[src/hw/rtl/ssrf_pkg.sv]
// shared types, codes and bit-mask helpers for the spi slave with receive ring
// no dependencies
package ssrf_pkg;

    localparam int RING_DEPTH_DEF = 8;
    localparam int BYTE_W         = 8;
    localparam int S_TDATA_W      = 16;
    localparam int S_TUSER_W      = 2;
    localparam int M_TDATA_W      = 16;
    localparam int APB_ADDR_W     = 3;
    localparam int APB_DATA_W     = 32;

    // function codes carried in s_tuser
    localparam logic [1:0] FUNC_CLK  = 2'd0;
    localparam logic [1:0] FUNC_POP  = 2'd1;
    localparam logic [1:0] FUNC_LOAD = 2'd2;

    // edge modes
    localparam logic [1:0] EDGE_BOTH = 2'd0;
    localparam logic [1:0] EDGE_RISE = 2'd1;
    localparam logic [1:0] EDGE_FALL = 2'd2;

    // register indexes (word address bit 2)
    localparam logic REG_EDGE_MODE = 1'b0;
    localparam logic REG_BIT_ORDER = 1'b1;

    localparam logic [1:0] EDGE_MODE_RST = EDGE_BOTH;
    localparam logic       BIT_ORDER_RST = 1'b1;

    localparam logic [BYTE_W-1:0] MASK_MSB = 8'h80;
    localparam logic [BYTE_W-1:0] MASK_LSB = 8'h01;

    typedef struct packed {
        logic [1:0] edge_mode;
        logic       bit_order;
    } cfg_t;

    // receive byte restart on a bit order write
    typedef struct packed {
        logic restart;
        logic order;
    } rx_restart_t;

    // classified item handed from front to back
    typedef struct packed {
        logic              is_clk;
        logic              is_pop;
        logic              is_load;
        logic              sample;
        logic              drive;
        logic              mosi;
        logic [BYTE_W-1:0] tx_byte;
    } op_t;

    function automatic logic [BYTE_W-1:0] first_mask(input logic order);
        first_mask = order ? MASK_MSB : MASK_LSB;
    endfunction

    function automatic logic [BYTE_W-1:0] last_mask(input logic order);
        last_mask = order ? MASK_LSB : MASK_MSB;
    endfunction

    function automatic logic [BYTE_W-1:0] next_mask(input logic order,
                                                    input logic [BYTE_W-1:0] m);
        next_mask = order ? (m >> 1) : (m << 1);
    endfunction

endpackage

[src/hw/rtl/ssrf_ram.sv]
// generic simple dual-port ram, one write and one registered read port
// no dependencies
module ssrf_ram #(
    parameter int WIDTH = 8,
    parameter int DEPTH = 8,
    localparam int AW = (DEPTH > 1) ? $clog2(DEPTH) : 1
) (
    input  logic             aclk,
    input  logic             we,
    input  logic [AW-1:0]    waddr,
    input  logic [WIDTH-1:0] wdata,
    input  logic             re,
    input  logic [AW-1:0]    raddr,
    output logic [WIDTH-1:0] rdata
);

    logic [WIDTH-1:0] mem [DEPTH];
    logic [WIDTH-1:0] rdata_reg;

    always_ff @(posedge aclk) begin
        if (we) begin
            mem[waddr] <= wdata;
        end
        if (re) begin
            rdata_reg <= mem[raddr];
        end
    end

    assign rdata = rdata_reg;

endmodule

[src/hw/rtl/ssrf_front.sv]
// front end: takes input beats and classifies them into ops for the back end
// depends on ssrf_pkg
module ssrf_front (
    input  logic                           s_tvalid,
    output logic                           s_tready,
    input  logic [ssrf_pkg::S_TDATA_W-1:0] s_tdata,
    input  logic [ssrf_pkg::S_TUSER_W-1:0] s_tuser,
    input  ssrf_pkg::cfg_t                 cfg,
    input  logic                           q_full,
    output logic                           q_push,
    output ssrf_pkg::op_t                  q_op
);

    logic clk_level;
    logic mosi_level;
    logic [1:0] em;

    assign clk_level  = s_tdata[0];
    assign mosi_level = s_tdata[1];
    assign em         = cfg.edge_mode;

    assign s_tready = !q_full;
    assign q_push   = s_tvalid && !q_full;

    always_comb begin
        q_op         = '0;
        q_op.mosi    = mosi_level;
        q_op.tx_byte = s_tdata[ssrf_pkg::BYTE_W+1:2];
        case (s_tuser)
            ssrf_pkg::FUNC_CLK: begin
                q_op.is_clk = 1'b1;
                q_op.sample = (em == ssrf_pkg::EDGE_BOTH)
                           || ((em == ssrf_pkg::EDGE_RISE) && clk_level)
                           || ((em == ssrf_pkg::EDGE_FALL) && !clk_level);
                q_op.drive  = (em == ssrf_pkg::EDGE_BOTH)
                           || ((em == ssrf_pkg::EDGE_RISE) && !clk_level)
                           || ((em == ssrf_pkg::EDGE_FALL) && clk_level);
            end
            ssrf_pkg::FUNC_POP: begin
                q_op.is_pop = 1'b1;
            end
            ssrf_pkg::FUNC_LOAD: begin
                q_op.is_load = 1'b1;
            end
            default: begin
                // unused code: status only
            end
        endcase
    end

endmodule

[src/hw/rtl/ssrf_queue.sv]
// two-entry op queue between front and back, full rate with push and pop together
// depends on ssrf_pkg
module ssrf_queue (
    input  logic          aclk,
    input  logic          aresetn,
    input  logic          push,
    input  ssrf_pkg::op_t push_op,
    output logic          full,
    input  logic          pop,
    output logic          valid,
    output ssrf_pkg::op_t head_op
);

    ssrf_pkg::op_t entry_reg [2];
    logic       wr_ptr_reg, wr_ptr_next;
    logic       rd_ptr_reg, rd_ptr_next;
    logic [1:0] count_reg, count_next;

    assign full    = (count_reg == 2'd2);
    assign valid   = (count_reg != 2'd0);
    assign head_op = entry_reg[rd_ptr_reg];

    always_comb begin
        wr_ptr_next = wr_ptr_reg ^ push;
        rd_ptr_next = rd_ptr_reg ^ pop;
        count_next  = count_reg + {1'b0, push} - {1'b0, pop};
    end

    always_ff @(posedge aclk) begin
        if (!aresetn) begin
            wr_ptr_reg <= 1'b0;
            rd_ptr_reg <= 1'b0;
            count_reg  <= 2'd0;
        end else begin
            wr_ptr_reg <= wr_ptr_next;
            rd_ptr_reg <= rd_ptr_next;
            count_reg  <= count_next;
        end
    end

    always_ff @(posedge aclk) begin
        if (push) begin
            entry_reg[wr_ptr_reg] <= push_op;
        end
    end

endmodule

[src/hw/rtl/ssrf_back.sv]
// back end: shift registers, receive ring and the registered result beat
// depends on ssrf_pkg and ssrf_ram
module ssrf_back #(
    parameter int RING_DEPTH = ssrf_pkg::RING_DEPTH_DEF
) (
    input  logic                           aclk,
    input  logic                           aresetn,
    input  ssrf_pkg::cfg_t                 cfg,
    input  ssrf_pkg::rx_restart_t          rx_restart,
    input  logic                           q_valid,
    input  ssrf_pkg::op_t                  q_op,
    output logic                           q_pop,
    output logic                           m_tvalid,
    input  logic                           m_tready,
    output logic [ssrf_pkg::M_TDATA_W-1:0] m_tdata
);

    localparam int BW = ssrf_pkg::BYTE_W;
    localparam int AW = (RING_DEPTH > 1) ? $clog2(RING_DEPTH) : 1;
    localparam logic [AW-1:0] LAST_IDX = AW'(RING_DEPTH - 1);

    logic [BW-1:0] rx_shift_reg, rx_shift_next;
    logic [BW-1:0] rx_mask_reg, rx_mask_next;
    logic [BW-1:0] tx_shift_reg, tx_shift_next;
    logic [BW-1:0] tx_mask_reg, tx_mask_next;
    logic          miso_reg, miso_next;
    logic [AW-1:0] head_reg, head_next;
    logic [AW-1:0] tail_reg, tail_next;

    logic          out_valid_reg, out_valid_next;
    logic          out_miso_reg;
    logic          out_pop_reg;
    logic          out_avail_reg;
    logic          out_idle_reg;
    logic          out_drop_reg;

    logic          advance;
    logic          order;
    logic [BW-1:0] rx_filled;
    logic [AW-1:0] head_inc;
    logic [AW-1:0] tail_inc;
    logic          ring_we;
    logic          ring_re;
    logic          pop_hit;
    logic          dropped;
    logic [BW-1:0] ring_rdata;

    assign order   = cfg.bit_order;
    assign advance = q_valid && (!out_valid_reg || m_tready);
    assign q_pop   = advance;

    assign head_inc  = (head_reg == LAST_IDX) ? '0 : head_reg + 1'b1;
    assign tail_inc  = (tail_reg == LAST_IDX) ? '0 : tail_reg + 1'b1;
    assign rx_filled = rx_shift_reg | (q_op.mosi ? rx_mask_reg : '0);

    always_comb begin
        rx_shift_next = rx_shift_reg;
        rx_mask_next  = rx_mask_reg;
        tx_shift_next = tx_shift_reg;
        tx_mask_next  = tx_mask_reg;
        miso_next     = miso_reg;
        head_next     = head_reg;
        tail_next     = tail_reg;
        ring_we       = 1'b0;
        ring_re       = 1'b0;
        pop_hit       = 1'b0;
        dropped       = 1'b0;
        if (advance) begin
            if (q_op.is_clk && q_op.sample) begin
                if (rx_mask_reg == ssrf_pkg::last_mask(order)) begin
                    ring_we       = 1'b1;
                    head_next     = head_inc;
                    // full ring: push over the oldest byte
                    if (head_inc == tail_reg) begin
                        tail_next = tail_inc;
                        dropped   = 1'b1;
                    end
                    rx_shift_next = '0;
                    rx_mask_next  = ssrf_pkg::first_mask(order);
                end else begin
                    rx_shift_next = rx_filled;
                    rx_mask_next  = ssrf_pkg::next_mask(order, rx_mask_reg);
                    if (rx_mask_next == '0) begin
                        rx_mask_next = ssrf_pkg::first_mask(order);
                    end
                end
            end
            if (q_op.is_clk && q_op.drive && (tx_mask_reg != '0)) begin
                miso_next = |(tx_shift_reg & tx_mask_reg);
                if (tx_mask_reg == ssrf_pkg::last_mask(order)) begin
                    tx_mask_next = '0;
                end else begin
                    tx_mask_next = ssrf_pkg::next_mask(order, tx_mask_reg);
                end
            end
            if (q_op.is_pop && (head_reg != tail_reg)) begin
                ring_re   = 1'b1;
                pop_hit   = 1'b1;
                tail_next = tail_inc;
            end
            if (q_op.is_load) begin
                tx_shift_next = q_op.tx_byte;
                tx_mask_next  = ssrf_pkg::first_mask(order);
            end
        end
        if (rx_restart.restart) begin
            rx_shift_next = '0;
            rx_mask_next  = ssrf_pkg::first_mask(rx_restart.order);
        end
    end

    assign out_valid_next = advance || (out_valid_reg && !m_tready);

    always_ff @(posedge aclk) begin
        if (!aresetn) begin
            rx_shift_reg  <= '0;
            rx_mask_reg   <= ssrf_pkg::first_mask(ssrf_pkg::BIT_ORDER_RST);
            tx_shift_reg  <= '0;
            tx_mask_reg   <= '0;
            miso_reg      <= 1'b0;
            head_reg      <= '0;
            tail_reg      <= '0;
            out_valid_reg <= 1'b0;
        end else begin
            rx_shift_reg  <= rx_shift_next;
            rx_mask_reg   <= rx_mask_next;
            tx_shift_reg  <= tx_shift_next;
            tx_mask_reg   <= tx_mask_next;
            miso_reg      <= miso_next;
            head_reg      <= head_next;
            tail_reg      <= tail_next;
            out_valid_reg <= out_valid_next;
        end
    end

    always_ff @(posedge aclk) begin
        if (advance) begin
            out_miso_reg  <= miso_next;
            out_pop_reg   <= pop_hit;
            out_avail_reg <= (head_next != tail_next);
            out_idle_reg  <= (tx_mask_next == '0);
            out_drop_reg  <= dropped;
        end
    end

    ssrf_ram #(
        .WIDTH (BW),
        .DEPTH (RING_DEPTH)
    ) u_ring (
        .aclk  (aclk),
        .we    (ring_we),
        .waddr (head_reg),
        .wdata (rx_filled),
        .re    (ring_re),
        .raddr (tail_reg),
        .rdata (ring_rdata)
    );

    // read data is held by the ram until the next pop, so a stalled beat keeps it
    assign m_tvalid = out_valid_reg;
    assign m_tdata  = {{(ssrf_pkg::M_TDATA_W - BW - 4){1'b0}},
                       out_drop_reg, out_idle_reg, out_avail_reg,
                       (out_pop_reg ? ring_rdata : {BW{1'b0}}),
                       out_miso_reg};

    a_rx_mask_onehot: assert property (@(posedge aclk) disable iff (!aresetn)
        $onehot(rx_mask_reg))
        else $error("receive bit mask lost its single bit");

    a_tx_mask_onehot0: assert property (@(posedge aclk) disable iff (!aresetn)
        $onehot0(tx_mask_reg))
        else $error("transmit bit mask has several bits");

    a_drop_leaves_data: assert property (@(posedge aclk) disable iff (!aresetn)
        out_valid_reg && out_drop_reg |-> out_avail_reg)
        else $error("drop reported with an empty ring");

    a_drop_only_on_sample: assert property (@(posedge aclk) disable iff (!aresetn)
        dropped |-> advance && q_op.is_clk && q_op.sample && ring_we)
        else $error("drop without a completed receive byte");

    a_pop_from_data: assert property (@(posedge aclk) disable iff (!aresetn)
        ring_re |-> (head_reg != tail_reg) && !ring_we)
        else $error("ring read while empty or during a push");

endmodule

[src/hw/rtl/spi_slave_with_rx_fifo_top.sv]
// top level of the spi slave with receive ring: apb registers, front, queue, back
// depends on ssrf_pkg, ssrf_front, ssrf_queue, ssrf_back, ssrf_ram
//
//  channel   dir   handshake           payload
//  s_        in    s_tvalid/s_tready   s_tuser func, s_tdata clk/mosi/tx byte
//  m_        out   m_tvalid/m_tready   m_tdata miso/rx byte/status bits
//  apb       in    psel/penable        edge_mode at 0x0, bit_order at 0x4
//
// one beat per cycle sustained while the m_ side is not stalled; a beat's result passes through
// the queue and the output register (into the queue when taken, then by the back end into the output register)
// the back end updates all its state for a beat when it pops it from the queue; pops read the ring ram with a
// registered read that lines up with the output register
// a stalled m_ side fills the two-entry queue, then s_tready drops
// synchronous active-low reset clears pointers, shift masks and valids; ring needs no clear
module spi_slave_with_rx_fifo_top #(
    parameter int RING_DEPTH = ssrf_pkg::RING_DEPTH_DEF
) (
    input  logic                            aclk,
    input  logic                            aresetn,
    // input beats
    input  logic                            s_tvalid,
    output logic                            s_tready,
    // [0] clk_level, [1] mosi_level, [9:2] tx_byte, rest zero
    input  logic [ssrf_pkg::S_TDATA_W-1:0]  s_tdata,
    // [1:0] func
    input  logic [ssrf_pkg::S_TUSER_W-1:0]  s_tuser,
    // result beats
    output logic                            m_tvalid,
    input  logic                            m_tready,
    // [0] miso, [8:1] rx_byte, [9] rx_available, [10] tx_idle, [11] rx_dropped
    output logic [ssrf_pkg::M_TDATA_W-1:0]  m_tdata,
    // register port
    input  logic                            psel,
    input  logic                            penable,
    input  logic                            pwrite,
    input  logic [ssrf_pkg::APB_ADDR_W-1:0] paddr,
    input  logic [ssrf_pkg::APB_DATA_W-1:0] pwdata,
    output logic [ssrf_pkg::APB_DATA_W-1:0] prdata,
    output logic                            pready
);

    ssrf_pkg::cfg_t        cfg_reg, cfg_next;
    ssrf_pkg::rx_restart_t rx_restart;
    ssrf_pkg::op_t         front_op;
    ssrf_pkg::op_t         queue_op;
    logic                  apb_wr;
    logic                  q_full;
    logic                  q_push;
    logic                  q_valid;
    logic                  q_pop;

    // register file
    assign pready = 1'b1;
    assign apb_wr = psel && penable && pwrite && pready;

    always_comb begin
        cfg_next = cfg_reg;
        if (apb_wr) begin
            case (paddr[2])
                ssrf_pkg::REG_EDGE_MODE: cfg_next.edge_mode = pwdata[1:0];
                ssrf_pkg::REG_BIT_ORDER: cfg_next.bit_order = pwdata[0];
                default: begin
                end
            endcase
        end
    end

    // a bit order write restarts the receive byte in the new order
    assign rx_restart.restart = apb_wr && (paddr[2] == ssrf_pkg::REG_BIT_ORDER);
    assign rx_restart.order   = pwdata[0];

    always_ff @(posedge aclk) begin
        if (!aresetn) begin
            cfg_reg.edge_mode <= ssrf_pkg::EDGE_MODE_RST;
            cfg_reg.bit_order <= ssrf_pkg::BIT_ORDER_RST;
        end else begin
            cfg_reg <= cfg_next;
        end
    end

    always_comb begin
        prdata = '0;
        case (paddr[2])
            ssrf_pkg::REG_EDGE_MODE: prdata[1:0] = cfg_reg.edge_mode;
            ssrf_pkg::REG_BIT_ORDER: prdata[0]   = cfg_reg.bit_order;
            default: begin
            end
        endcase
    end

    // classify incoming beats
    ssrf_front u_front (
        .s_tvalid (s_tvalid),
        .s_tready (s_tready),
        .s_tdata  (s_tdata),
        .s_tuser  (s_tuser),
        .cfg      (cfg_reg),
        .q_full   (q_full),
        .q_push   (q_push),
        .q_op     (front_op)
    );

    // decouples the input side from result stalls
    ssrf_queue u_queue (
        .aclk    (aclk),
        .aresetn (aresetn),
        .push    (q_push),
        .push_op (front_op),
        .full    (q_full),
        .pop     (q_pop),
        .valid   (q_valid),
        .head_op (queue_op)
    );

    // shift registers, ring and result register
    ssrf_back #(
        .RING_DEPTH (RING_DEPTH)
    ) u_back (
        .aclk       (aclk),
        .aresetn    (aresetn),
        .cfg        (cfg_reg),
        .rx_restart (rx_restart),
        .q_valid    (q_valid),
        .q_op       (queue_op),
        .q_pop      (q_pop),
        .m_tvalid   (m_tvalid),
        .m_tready   (m_tready),
        .m_tdata    (m_tdata)
    );

endmodule
[config.mk]
export PLATFORM = sky130hd
export DESIGN_NAME = spi_slave_with_rx_fifo_top
export DESIGN_NICKNAME = d
export VERILOG_FILES = /design/src/hw/rtl/ssrf_pkg.sv /design/src/hw/rtl/ssrf_ram.sv /design/src/hw/rtl/ssrf_front.sv /design/src/hw/rtl/ssrf_queue.sv /design/src/hw/rtl/ssrf_back.sv /design/src/hw/rtl/spi_slave_with_rx_fifo_top.sv
export SDC_FILE = /design/constraint.sdc
export NUM_CORES = 1
export LEC_CHECK = 0
export CORE_MARGIN = 5
export CORE_UTILIZATION = 65
export DETAILED_ROUTE_END_ITERATION = 10
export DONT_BUFFER_PORTS = 1
export PLACE_DENSITY = 0.81
export SYNTH_ARGS = -nofsm -noshare
export SYNTH_HDL_FRONTEND = slang
export SYNTH_SLANG_ARGS = --single-unit
[constraint.sdc]
create_clock -name aclk -period 6 [get_ports aclk]
set_input_delay 0.3 -clock aclk [delete_from_list [all_inputs] [get_ports aclk]]
set_output_delay 0.3 -clock aclk [all_outputs]
set_load 0.05 [all_outputs]
Yosys cells after proc, flatten, opt, wreduce, memory -nomap -nowiden. Memories as Yosys holds them, arrays and structs flattened. A register that Yosys moved wholly into a read port is not among the register bits. Cells that the tools add are included.

Register bits after elaboration: 52. Bits in latches: 0. Memory bits (writable): 92. ROM bits: 0. Input port bits: 60. Output and inout port bits: 51. Word-level logic and storage cells: 128. Memories kept: 2.

Memories: u_back.u_ring.mem (depth 8, bits a word 8, rd ports 1, clocked after Yosys merged registers in 1, write ports 1, RTL line ssrf_ram.sv:17) `logic [WIDTH-1:0] mem [DEPTH];`; u_queue.entry_reg (depth 2, bits a word 14, rd ports 1, clocked after Yosys merged registers in 1, write ports 1, RTL line ssrf_queue.sv:14) `ssrf_pkg::op_t entry_reg [2];`.

Add/sub/neg operators: 4. Multiply operators: 0. Div/mod/pow operators: 0. Magnitude comparators: 0. Equality and inequality tests: 12. Shift operators: 0. Multiplexer cells: 46. Bitwise gates (word level): 6. Reduce and logical (&&, ||, !) cells: 40.

Operator list (number): two-way mux 8 bit (17); two-way mux 3 bit (10); two-way mux 1 bit (17); equality test 8 bit (2); zero test 8 bit (2); logical AND 1 bit (14); AND reduction 2 bit (6); bitwise AND 8 bit (1); OR 8 bit (1); nonzero test 8 bit (1); OR reduction 8 bit (1); adder 3 x 1 -> 3 bit (second input constant) (2); equality test 2 bit (second input constant) (3); equality test 3 bit (second input constant) (2); logical OR 1 bit (6); != test 3 bit (2); nonzero test 2 bit (3); equality test 2 x 1 -> 1 bit (second input constant) (2); zero test 1 bit (4); zero test 2 bit (2); equality test 3 bit (1); adder 2 x 1 -> 2 bit (1); two-way mux 2 bit (1); inverter 1 bit (2); other kinds (4) (5).

Logic depth before layout (Yosys ltp). Gate-level depths: netlist of run 1.

Word-level depth: 9. Mapped depth: 9. Gate-level depth less buffers: 8.

Hierarchy. Synthesis of run 1 repeated with hierarchy kept, for this count alone.

Cell total of the unflattened synthesis: 524. Area, all modules: 6964.2 um^2.

By module, submodules not included: ssrf_ram (times used 1, cells an instance 114, area each 2771.4 um^2, seq. area each 2162.1 um^2); ssrf_back (times used 1, cells an instance 279, area each 2408.6 um^2, seq. area each 950.9 um^2); ssrf_queue (times used 1, cells an instance 64, area each 1246.2 um^2, seq. area each 940.9 um^2); spi_slave_with_rx_fifo_top (times used 1, cells an instance 49, area each 401.6 um^2, seq. area each 60.1 um^2); ssrf_front (times used 1, cells an instance 18, area each 136.4 um^2, seq. area each 0.0 um^2).

Least setup slack after synthesis of run 1. Ideal clock, no wire load.

Kind: reg2reg. Start: register u_back.out_valid_reg (netlist: u_back.m_tvalid). End: memory u_back.u_ring.mem[0][0], enable pin. Setup time: 0.395 ns. Arrival: 2.013 ns. Data required time: 5.605 ns. Path slack: 3.592 ns. Stages on the path, launching flop included: 5. Path buffers: 0. Period minus slack after synthesis: 2.408 ns. Cell sequence: dfxtp_1 > nor2b_1 > a211oi_4 > nand2_2 > nor4_1.

Longest elaborated chain between the ends: 6.

RTL lines: start: declaration (RTL line ssrf_back.sv:30) `logic out_valid_reg, out_valid_next;`; start signal: assignment (RTL line ssrf_back.sv:132) `out_valid_reg <= out_valid_next;`; zero test 1 bit (RTL line ssrf_back.sv:49) `assign advance = q_valid && (!out_valid_reg || m_tready);`; logical OR 1 bit (RTL line ssrf_back.sv:49); logical AND 1 bit (RTL line ssrf_back.sv:49); two-way mux 1 bit (RTL line ssrf_back.sv:68) `if (advance) begin`; two-way mux 1 bit (RTL line ssrf_ram.sv:21) `if (we) begin`; two-way mux 1 bit (implied by the code) (RTL line ssrf_ram.sv:22) `mem[waddr] <= wdata;`; end: declaration (RTL line ssrf_ram.sv:17).

Every way passes these cells.

==> results.toml, run 1 <==
[placed_design]
globalplace.congestion = 0.865
place_inst = 600
dp_hpwl_microns = 7510
numPortBuffers = 0

[sta]
hold_violations = 0
fin_crit_sh_pct = 51.7
period_needed_ns = 3.10
worst_pin_slew_ns = 1.29
max_slew_margin_pct = 13.1
fin_tns_setup_ns = 0
rsz0062_at_grt = "false"
slew_violations = 0
finalSetupViolCount = 0
fmax_ghz = 0.322
worst_clock_skew_ns = 0.0117

[critical_path]
critPathKind = "flip-flop to flip-flop"
reg2reg_slack_ns = 2.90
worstPathArrival_ns = 3.24
worstPathRequired_ns = 6.14
critPathLaunchType = "flip-flop"
crit_fanout = 15
critPathCaptureType = "flip-flop"

[detailed_routing]
routed_wl_microns = 11700
ant_nets = 0
drc = 0
vias = 3705
drt-initial-drc-count = 272
drt_first_pass_iters = 4
viasPerCell = 5.73
avgRoutedWirePerCell_microns = 18.2

[logic_synthesis]
synth_area_sq_um = 6670
synth_seq_area_share_pct = 61.7
avgSynthCellArea_sq_um = 13.8
synth_edf_count = 105
synthArstFlopShare_pct = 0
synth.distinct_cells = 54
synthCells = 484
synth.ff_latch_count = 153
ys_warn_count = 0
synth_ff_type = "edfxtp_1"

[cts]
clock-sinks = 153
ctsResizeCount = 0
clockBufferDepth = 2
cts_buffers = 17
clock_latency_ns = 0.53
clk_pin_slew_ns = 0.06
cts_tree = "done"
clock-root-buffer = "clkbuf_8"
htree_levels = 4

[finish]
area_delta_synth_final_pct = 11.0
drive_above_1_share_pct = 14.5
final_nets = 566
finalNonFillerCells = 647
diodes = 0
largest_register_ffs = 64

[flow_run]
cap_violations = 0

[global_route]
gr-usage-met2_pct = 34.0
grt_use_met3_pct = 5.95
grt_pass1_wl_microns = 19300
antenna_found_initial = 0
grt_max_degree = 30
grtUsageTotal_pct = 19.9
overflow = 0
grt_busiest_layer = "met2"
grt_pass1_vias = 3776
gr-usage-met1_pct = 24.7

[run_status]
run_status = "completed"

[pwr]
ir_drop_mv = 0.293
total_leakage_power_uw = 0.00285
p_per_area_nw_per_um2 = 390

[die]
dieArea_sq_um = 12400
start_util_pct = 65.5
die_height_microns = 111
placementRows = 37
io_pins = 111
core_sq_um = 10200
dieWidth_microns = 111

[min_path]
hp-class = "input pin to flip-flop"
## critical path, cell delays in order, from the launching register on
cell      delay (ns)
dfxtp_1         0.32
buf_4           0.25
nand3_1         0.19
a211oi_4        0.57
nand2_2         0.29
nor3_1          1.09
## Yosys cell counts (8+ instances only)
cell type,n,area share (%)
ha_1,8,1.5
nand3_1,8,0.60
o211a_1,8,1.2
mux4_2,16,5.4
o21ai_0,11,0.83
xnor2_1,8,1.1
edfxtp_1,105,47
a21o_1,9,1.0
a21oi_1,15,1.1
mux2_2,12,2.0
dfxtp_1,48,14
buf_4,43,4.8
nand2_1,24,1.4
mux2i_1,28,4.2
nor2_1,33,1.9
nor2b_1,18,1.7
and2_1,16,1.5
## metal layers
metal  up-vias  wire length [microns]
met4         0                    148
met3        14                    835
met5         -                      0
met1      1808                   4780
met2       131                   5980
li1       1752                      -
## metrics by stage
step	util, %	cell area (sq um)	worst slack, ns	power [uW]	hold slack, ns
after detailed placement	64.8	6600	2.89	1720	0.381
after floorplan	-	6800	3.59	1680	0.399
after global placement	64.8	6600	2.94	1710	0.379
final	72.7	7410	2.90	2890	0.0392
after global routing	72.7	7410	2.60	3010	0.0294
after CTS	72.7	7410	2.82	2900	0.00645
## cell usage in the layout, fill, tap and decap left out, drive strengths merged, types with 2 or more instances in the layout
master,netlist,layout
a32oi,2,2
o211a,8,8
clkinv,0,5
nor2,34,34
dfxtp,48,48
edfxtp,105,105
mux4,16,16
nor3,7,7
mux2i,28,28
xnor2,8,8
o21ai,11,11
dlygate4sd3,0,15
clkbuf,6,17
mux2,13,13
a21oi,15,15
nand2b,4,4
nand2,25,25
nand4,2,2
nor2b,18,18
a21o,9,9
nor4,3,3
nand3,8,8
a22oi,7,7
nand3b,2,2
a211oi,2,2
inv,7,9
xor2,3,3
and2,16,16
bufinv,0,6
a2111oi,2,2
conb,2,35
buf,51,4
ha,8,8
clkinvlp,0,2
## cells by family (layout without fill, tap and decap cells)
| kind of cell | count (synthesis) | after routing | share of synthesized area (%) |
|---|---|---|---|
| DFF | 153 | 153 | 61.7 |
| and+or+nand+nor | 125 | 125 | 9.98 |
| AOI/OAI and AO/OA | 64 | 64 | 7.16 |
| buffers and inverters | 64 | 58 | 6.36 |
| muxes | 57 | 57 | 11.8 |
| xor gates and xnor gates | 11 | 11 | 1.44 |
| adders and majority gates | 8 | 8 | 1.50 |
| other | 2 | 35 | 0.113 |
## worst paths after layout
kind / from / to / depth (start not counted)
max: flip-flop / u_back.u_ring.mem[6][3] / 5
min: aresetn / u_back.tx_mask_reg[2] / 2
max reg2reg: flip-flop / u_back.u_ring.mem[6][3] / 5
min reg2reg: u_back.rx_shift_reg[1] / u_back.rx_shift_reg[1] / 2
## area by class of cell
cell class              count  area [sq um]
clock buffers              17           414
clock inverters            15           245
fillers                   621          2780
inverters                   7          26.3
multi-input cells         300          2260
flip-flops and latches    153          4110
well taps                 136           170
repair buffers             19           180
## repair_timing
action                                  in CTS  in global routing
buffers inserted                             0                  0
hold buffers                                15                  0
endpoints found under the hold margin       58                  0
endpoints found under the setup margin       0                  0
## where the power goes
part	internal [uW]	total [uW]	leakage [uW]	switching, uW
clock network	760	1180	0.000318	415
logic	124	399	0.00117	275
registers	1230	1320	0.00136	90.1
Power figures use the tool's default switching activity.
==> run 2: changes to the inputs <==
--- a/config.mk
+++ b/config.mk
@@ -6,10 +6,10 @@
 export NUM_CORES = 1
 export LEC_CHECK = 0
 export CORE_MARGIN = 5
-export CORE_UTILIZATION = 65
+export CORE_UTILIZATION = 63
 export DETAILED_ROUTE_END_ITERATION = 10
 export DONT_BUFFER_PORTS = 1
-export PLACE_DENSITY = 0.81
+export PLACE_DENSITY = 0.79
 export SYNTH_ARGS = -nofsm -noshare
 export SYNTH_HDL_FRONTEND = slang
 export SYNTH_SLANG_ARGS = --single-unit
==> constraint.sdc (replaced) <==
create_clock -name aclk -period 3 [get_ports aclk]
set_input_delay 0.15 -clock aclk [delete_from_list [all_inputs] [get_ports aclk]]
set_output_delay 0.15 -clock aclk [all_outputs]
set_load 0.05 [all_outputs]
==> run 2 against run 1 <==
Net effect:
- cell area increased by 1.9%
- clock power grew 85%
- final cell count up 3.6%
- core utilization up 0.42 points
- sequential power rose by 98%
==> results.toml, run 2 (same netlist as run 1, synthesis figures left out) <==
[run_status]
run_status = "completed"

[pwr]
ir_drop_mv = 0.474
comb_power_share_pct = 14.8
p_int_uw = 4080
p_total_uw = 5640
total_leakage_power_uw = 0.00293
swShare_pct = 27.6
netSwitchingPower_uw = 1560
power_frac_clock_pct = 38.6
seq_power_share_pct = 46.5
p_per_area_nw_per_um2 = 746

[finish]
largest_register_ffs = 64
diodes = 0
layout_common_cells = "105 x edfxtp_1, 48 x dfxtp_1, 35 x conb_1, 33 x nor2_1, 28 x mux2i_1"
post-route-util_pct = 73.2
final_nets = 589
area_delta_synth_final_pct = 13.2
drive_above_1_share_pct = 16.3
final_common_cell = "edfxtp_1"

[global_route]
overflow = 0
grtUsageTotal_pct = 20.8
antenna_found_initial = 0
grt_max_degree = 32
grt_pass1_wl_microns = 20100
grt_pass1_vias = 3844

[cts]
clock-sinks = 153
htree_levels = 4
post_cts_buffers = 0
cts_tree = "done"
clk_pin_slew_ns = 0.06
clock_latency_ns = 0.52
clock-root-buffer = "clkbuf_8"
ctsResizeCount = 0
cts_buffers = 17
clockBufferDepth = 2

[detailed_routing]
routed_wl_microns = 12500
avgRoutedWirePerCell_microns = 18.6
vias = 3811
drc = 0
drt-initial-drc-count = 375
drt_first_pass_iters = 5
ant_nets = 0
viasPerCell = 5.69

[critical_path]
reg2reg_from = "u_back.head_reg[0]"
critPathLaunchType = "flip-flop"
worstPathArrival_ns = 2.93
crit_buf_inv = 0
path_delay_family = "flip-flops"
max_stage_delay_ns = 0.57
critPathKind = "flip-flop to flip-flop"
critPathSlowestCell = "dfxtp_1"
r2r_end = "u_back.out_avail_reg"
critPathCaptureType = "flip-flop"
worstPathRequired_ns = 3.27
crit_fanout = 11
crit_top_cell = "ha_1"
reg2reg_slack_ns = 0.33
path_cells = "ha_1, ha_1, xor2_1, nor4b_2, a32oi_2, mux2i_1, xnor2_1, nand3_1"
reg2regPathDepth = 8

[die]
io_pins = 111
start_util_pct = 64.6
core_sq_um = 10300
die_height_microns = 113
dieArea_sq_um = 12700
placementRows = 37
dieWidth_microns = 113

[sta]
fin_crit_sh_pct = 88.9
fin_tns_setup_ns = 0
hold_violations = 0
max_slew_margin_pct = 29.0
rsz0062_at_grt = "false"
fmax_ghz = 0.375
setup_ws_ns = 0.332
worst_clock_skew_ns = 0.00803
worst_pin_slew_ns = 1.06
period_needed_ns = 2.67
whs_ns = 0.124
finalSetupViolCount = 0
slew_violations = 0

[placed_design]
pre_cts_slack_ns = 0.394
numPortBuffers = 0
globalplace.congestion = 0.799
dp_hpwl_microns = 7820

[min_path]
hold-path-cell-count = 3
whs_endpoint = "u_back.rx_mask_reg[6]"
min_from = "psel"
hp-class = "input pin to flip-flop"

[flow_run]
cap_violations = 0
[run 2: power groups by stage]
stage               logic (uW)  clock network (uW)  registers (uW)
detailed placement         795                   0            2670
global placement           771                   0            2660
global route               909                2320            2640
floorplan                  803                   0            2570
finish                     836                2180            2620
CTS                        834                2200            2620
[run 2: worst max path at each step]
stage | start | to | slack, ns | depth (start not counted)
finish | u_back.head_reg[0] | u_back.out_avail_reg | 0.33 | 8
global route | u_back.head_reg[0] | u_back.out_avail_reg | 0.12 | 8
CTS | u_back.head_reg[0] | u_back.out_avail_reg | 0.33 | 8
detailed placement | u_back.head_reg[0] | u_back.out_avail_reg | 0.39 | 8
global placement | u_back.head_reg[0] | u_back.out_avail_reg | 0.52 | 8
floorplan | u_back.m_tvalid | u_back.u_ring.mem[0][0] | 0.59 | 4
[run 2: layout make-up]
| type | instances | area [sq um] |
|---|---|---|
| well taps | 136 | 170 |
| flip-flops and latches | 153 | 4110 |
| repair buffers | 42 | 373 |
| inverters | 7 | 26.3 |
| clock inverters | 14 | 193 |
| fillers | 630 | 2770 |
| multi-input cells | 300 | 2260 |
| clock buffers | 18 | 418 |
[run 2: metrics by stage]
step / instances / instance area [sq um]
3_5_place_dp: 615 / 6710
5_1_grt: 670 / 7550
2_1_floorplan: 517 / 6800
6_report: 670 / 7550
4_1_cts: 670 / 7550
3_3_place_gp: 615 / 6710
[run 2: what timing repair did]
action,CTS,global route
endpoints found under the hold margin,74,0
hold buffers,23,0
setup endpoints to repair,0,0
[run 2: tightest hold or removal path: stages]
cell      delay (ns)
nand4_1         0.20
nand2_1         0.19
a211oi_1        0.06
[run 2: layer usage]
layer | share of wire [%] | vias up | GRT usage (%)
li1 | - | 1793 | -
met2 | 52 | 142 | 36.4
met1 | 39 | 1858 | 25.3
met4 | 1.3 | 0 | 6.73
met5 | 0 | - | 0
met3 | 7.7 | 18 | 5.45
==> run 3: changes to the inputs <==
--- a/config.mk
+++ b/config.mk
@@ -6,10 +6,9 @@
 export NUM_CORES = 1
 export LEC_CHECK = 0
 export CORE_MARGIN = 5
-export CORE_UTILIZATION = 63
+export CORE_UTILIZATION = 25
 export DETAILED_ROUTE_END_ITERATION = 10
 export DONT_BUFFER_PORTS = 1
-export PLACE_DENSITY = 0.79
 export SYNTH_ARGS = -nofsm -noshare
 export SYNTH_HDL_FRONTEND = slang
 export SYNTH_SLANG_ARGS = --single-unit
==> run 3 against run 2 <==
Net effect:
- via count fell by 3.5%
- register-to-register slack improved by 0.09 ns
- clock power fell by 3%
- sequential share of layout area fell by 1.0 points
- hold slack got worse by 0.078 ns
- die area rose by 140%
- combinational power barely moved
- maximum frequency rose by 3.7%
- critical path depth did not move
- first-iteration DRC count fell by 45%
- count of clock-buffer cells in the layout did not move
- wire length fell by 0.11%
==> results.toml, run 3 (same netlist as run 1, synthesis figures left out) <==
[detailed_routing]
drt-initial-drc-count = 206
avgRoutedWirePerCell_microns = 14.5
drt_first_pass_iters = 4
vias = 3677
ant_nets = 0
drc = 0
viasPerCell = 4.27
routed_wl_microns = 12500

[cts]
clock_latency_ns = 0.42
htree_levels = 4
clockBufferDepth = 2
cts_tree = "done"
clk_pin_slew_ns = 0.07
ctsResizeCount = 0
clock-sinks = 153
cts_buffers = 17
clock-root-buffer = "clkbuf_16"

[die]
dieArea_sq_um = 30100
core_sq_um = 26200
dieWidth_microns = 173
placementRows = 59
io_pins = 111
die_height_microns = 173
start_util_pct = 25.5

[sta]
fin_crit_sh_pct = 85.8
rsz0062_at_grt = "false"
worst_pin_slew_ns = 1.08
fmax_ghz = 0.389
whs_ns = 0.0456
worst_clock_skew_ns = 0.0134
hold_violations = 0
max_slew_margin_pct = 28.1
fin_tns_setup_ns = 0
slew_violations = 0
period_needed_ns = 2.57
finalSetupViolCount = 0

[critical_path]
critPathCaptureType = "flip-flop"
critPathLaunchType = "flip-flop"
worstPathArrival_ns = 2.74
critPathKind = "flip-flop to flip-flop"
worstPathRequired_ns = 3.17
crit_fanout = 11

[global_route]
antenna_found_initial = 0
grt_pass1_vias = 3632
grtUsageTotal_pct = 8.47
grt_pass1_wl_microns = 19900
overflow = 0
grt_max_degree = 31

[pwr]
p_int_uw = 3900
seq_power_share_pct = 47.1
netSwitchingPower_uw = 1670
p_total_uw = 5570
comb_power_share_pct = 15.0
ir_drop_mv = 0.367
p_per_area_nw_per_um2 = 724
power_frac_clock_pct = 37.9
swShare_pct = 29.9
total_leakage_power_uw = 0.00290

[run_status]
run_status = "completed"

[flow_run]
cap_violations = 0

[finish]
final_common_cell = "edfxtp_1"
largest_register_ffs = 64
area_delta_synth_final_pct = 15.4
layout_common_cells = "105 x edfxtp_1, 48 x dfxtp_1, 35 x conb_1, 33 x nor2_1, 28 x mux2i_1"
diodes = 0
final_nets = 581
drive_above_1_share_pct = 16.5

[placed_design]
globalplace.congestion = 0.743
dp_hpwl_microns = 8150
numPortBuffers = 0

[min_path]
hp-class = "input pin to flip-flop"
-- run 3: changes by cell type in the layout (fill, tap and decap cells not counted), sizes merged --
cell,delta
buf,-1
clkinvlp,-1
inv,+3
dlygate4sd3,-7
bufinv,-3
clkinv,+1
-- run 3: final timing paths --
kind	endpoint	startpoint	depth (start not counted)	slack, ns
worst max register to register	u_back.out_avail_reg	u_back.head_reg[0]	8	0.43
worst min register to register	u_back.rx_shift_reg[0]	u_back.rx_shift_reg[0]	2	0.47
worst min-delay path	u_queue.entry_reg[0][9]	s_tdata[0]	1	0.05
worst max-delay path	u_back.out_avail_reg	u_back.head_reg[0]	8	0.43
-- run 3: through the flow --
step / utilization, % / setup slack [ns] / area [sq um] / std cells
2_1_floorplan: - / 0.592 / 6800 / 517
3_3_place_gp: 26.5 / 0.428 / 6950 / 813
6_report: 29.4 / 0.426 / 7700 / 861
4_1_cts: 29.4 / 0.415 / 7700 / 861
5_1_grt: 29.4 / 0.228 / 7700 / 861
3_5_place_dp: 26.5 / 0.418 / 6950 / 813
-- run 3: routing by layer --
metal	wire length (microns)	share of wire (%)	global-route usage [%]
met1	6120	49	11.6
met2	5530	44	12.7
met3	681	5.5	2.53
met4	136	1.1	2.89
met5	0	0	0
-- run 3: area by class of cell --
type / instances / area [sq um]
repair buffers: 34 / 295
fillers: 2634 / 18500
clock inverters: 14 / 156
flip-flops and latches: 153 / 4110
multi-input cells: 300 / 2260
clock buffers: 18 / 429
well taps: 335 / 419
inverters: 7 / 26.3
-- run 3: power by group through the flow --
stage	Combinational, uW	Clock, uW	Sequential [uW]
after global placement	816	0	2670
after CTS	854	2160	2630
after detailed placement	824	0	2680
after floorplan	803	0	2570
after global routing	930	2270	2640
final	837	2110	2620
-- run 3: repair_timing --
item,CTS,global route
hold buffers,16,0
setup endpoints to repair,0,0
endpoints found under the hold margin,59,0
setup buffers,0,0
-- run 3: worst max-delay path, stage by stage (launching register included) --
cell     delay [ns]
dfxtp_1        0.55
ha_1           0.22
ha_1           0.25
xor2_1         0.18
nor4b_2        0.37
a32oi_2        0.22
mux2i_1        0.29
xnor2_1        0.15
nand3_1        0.10
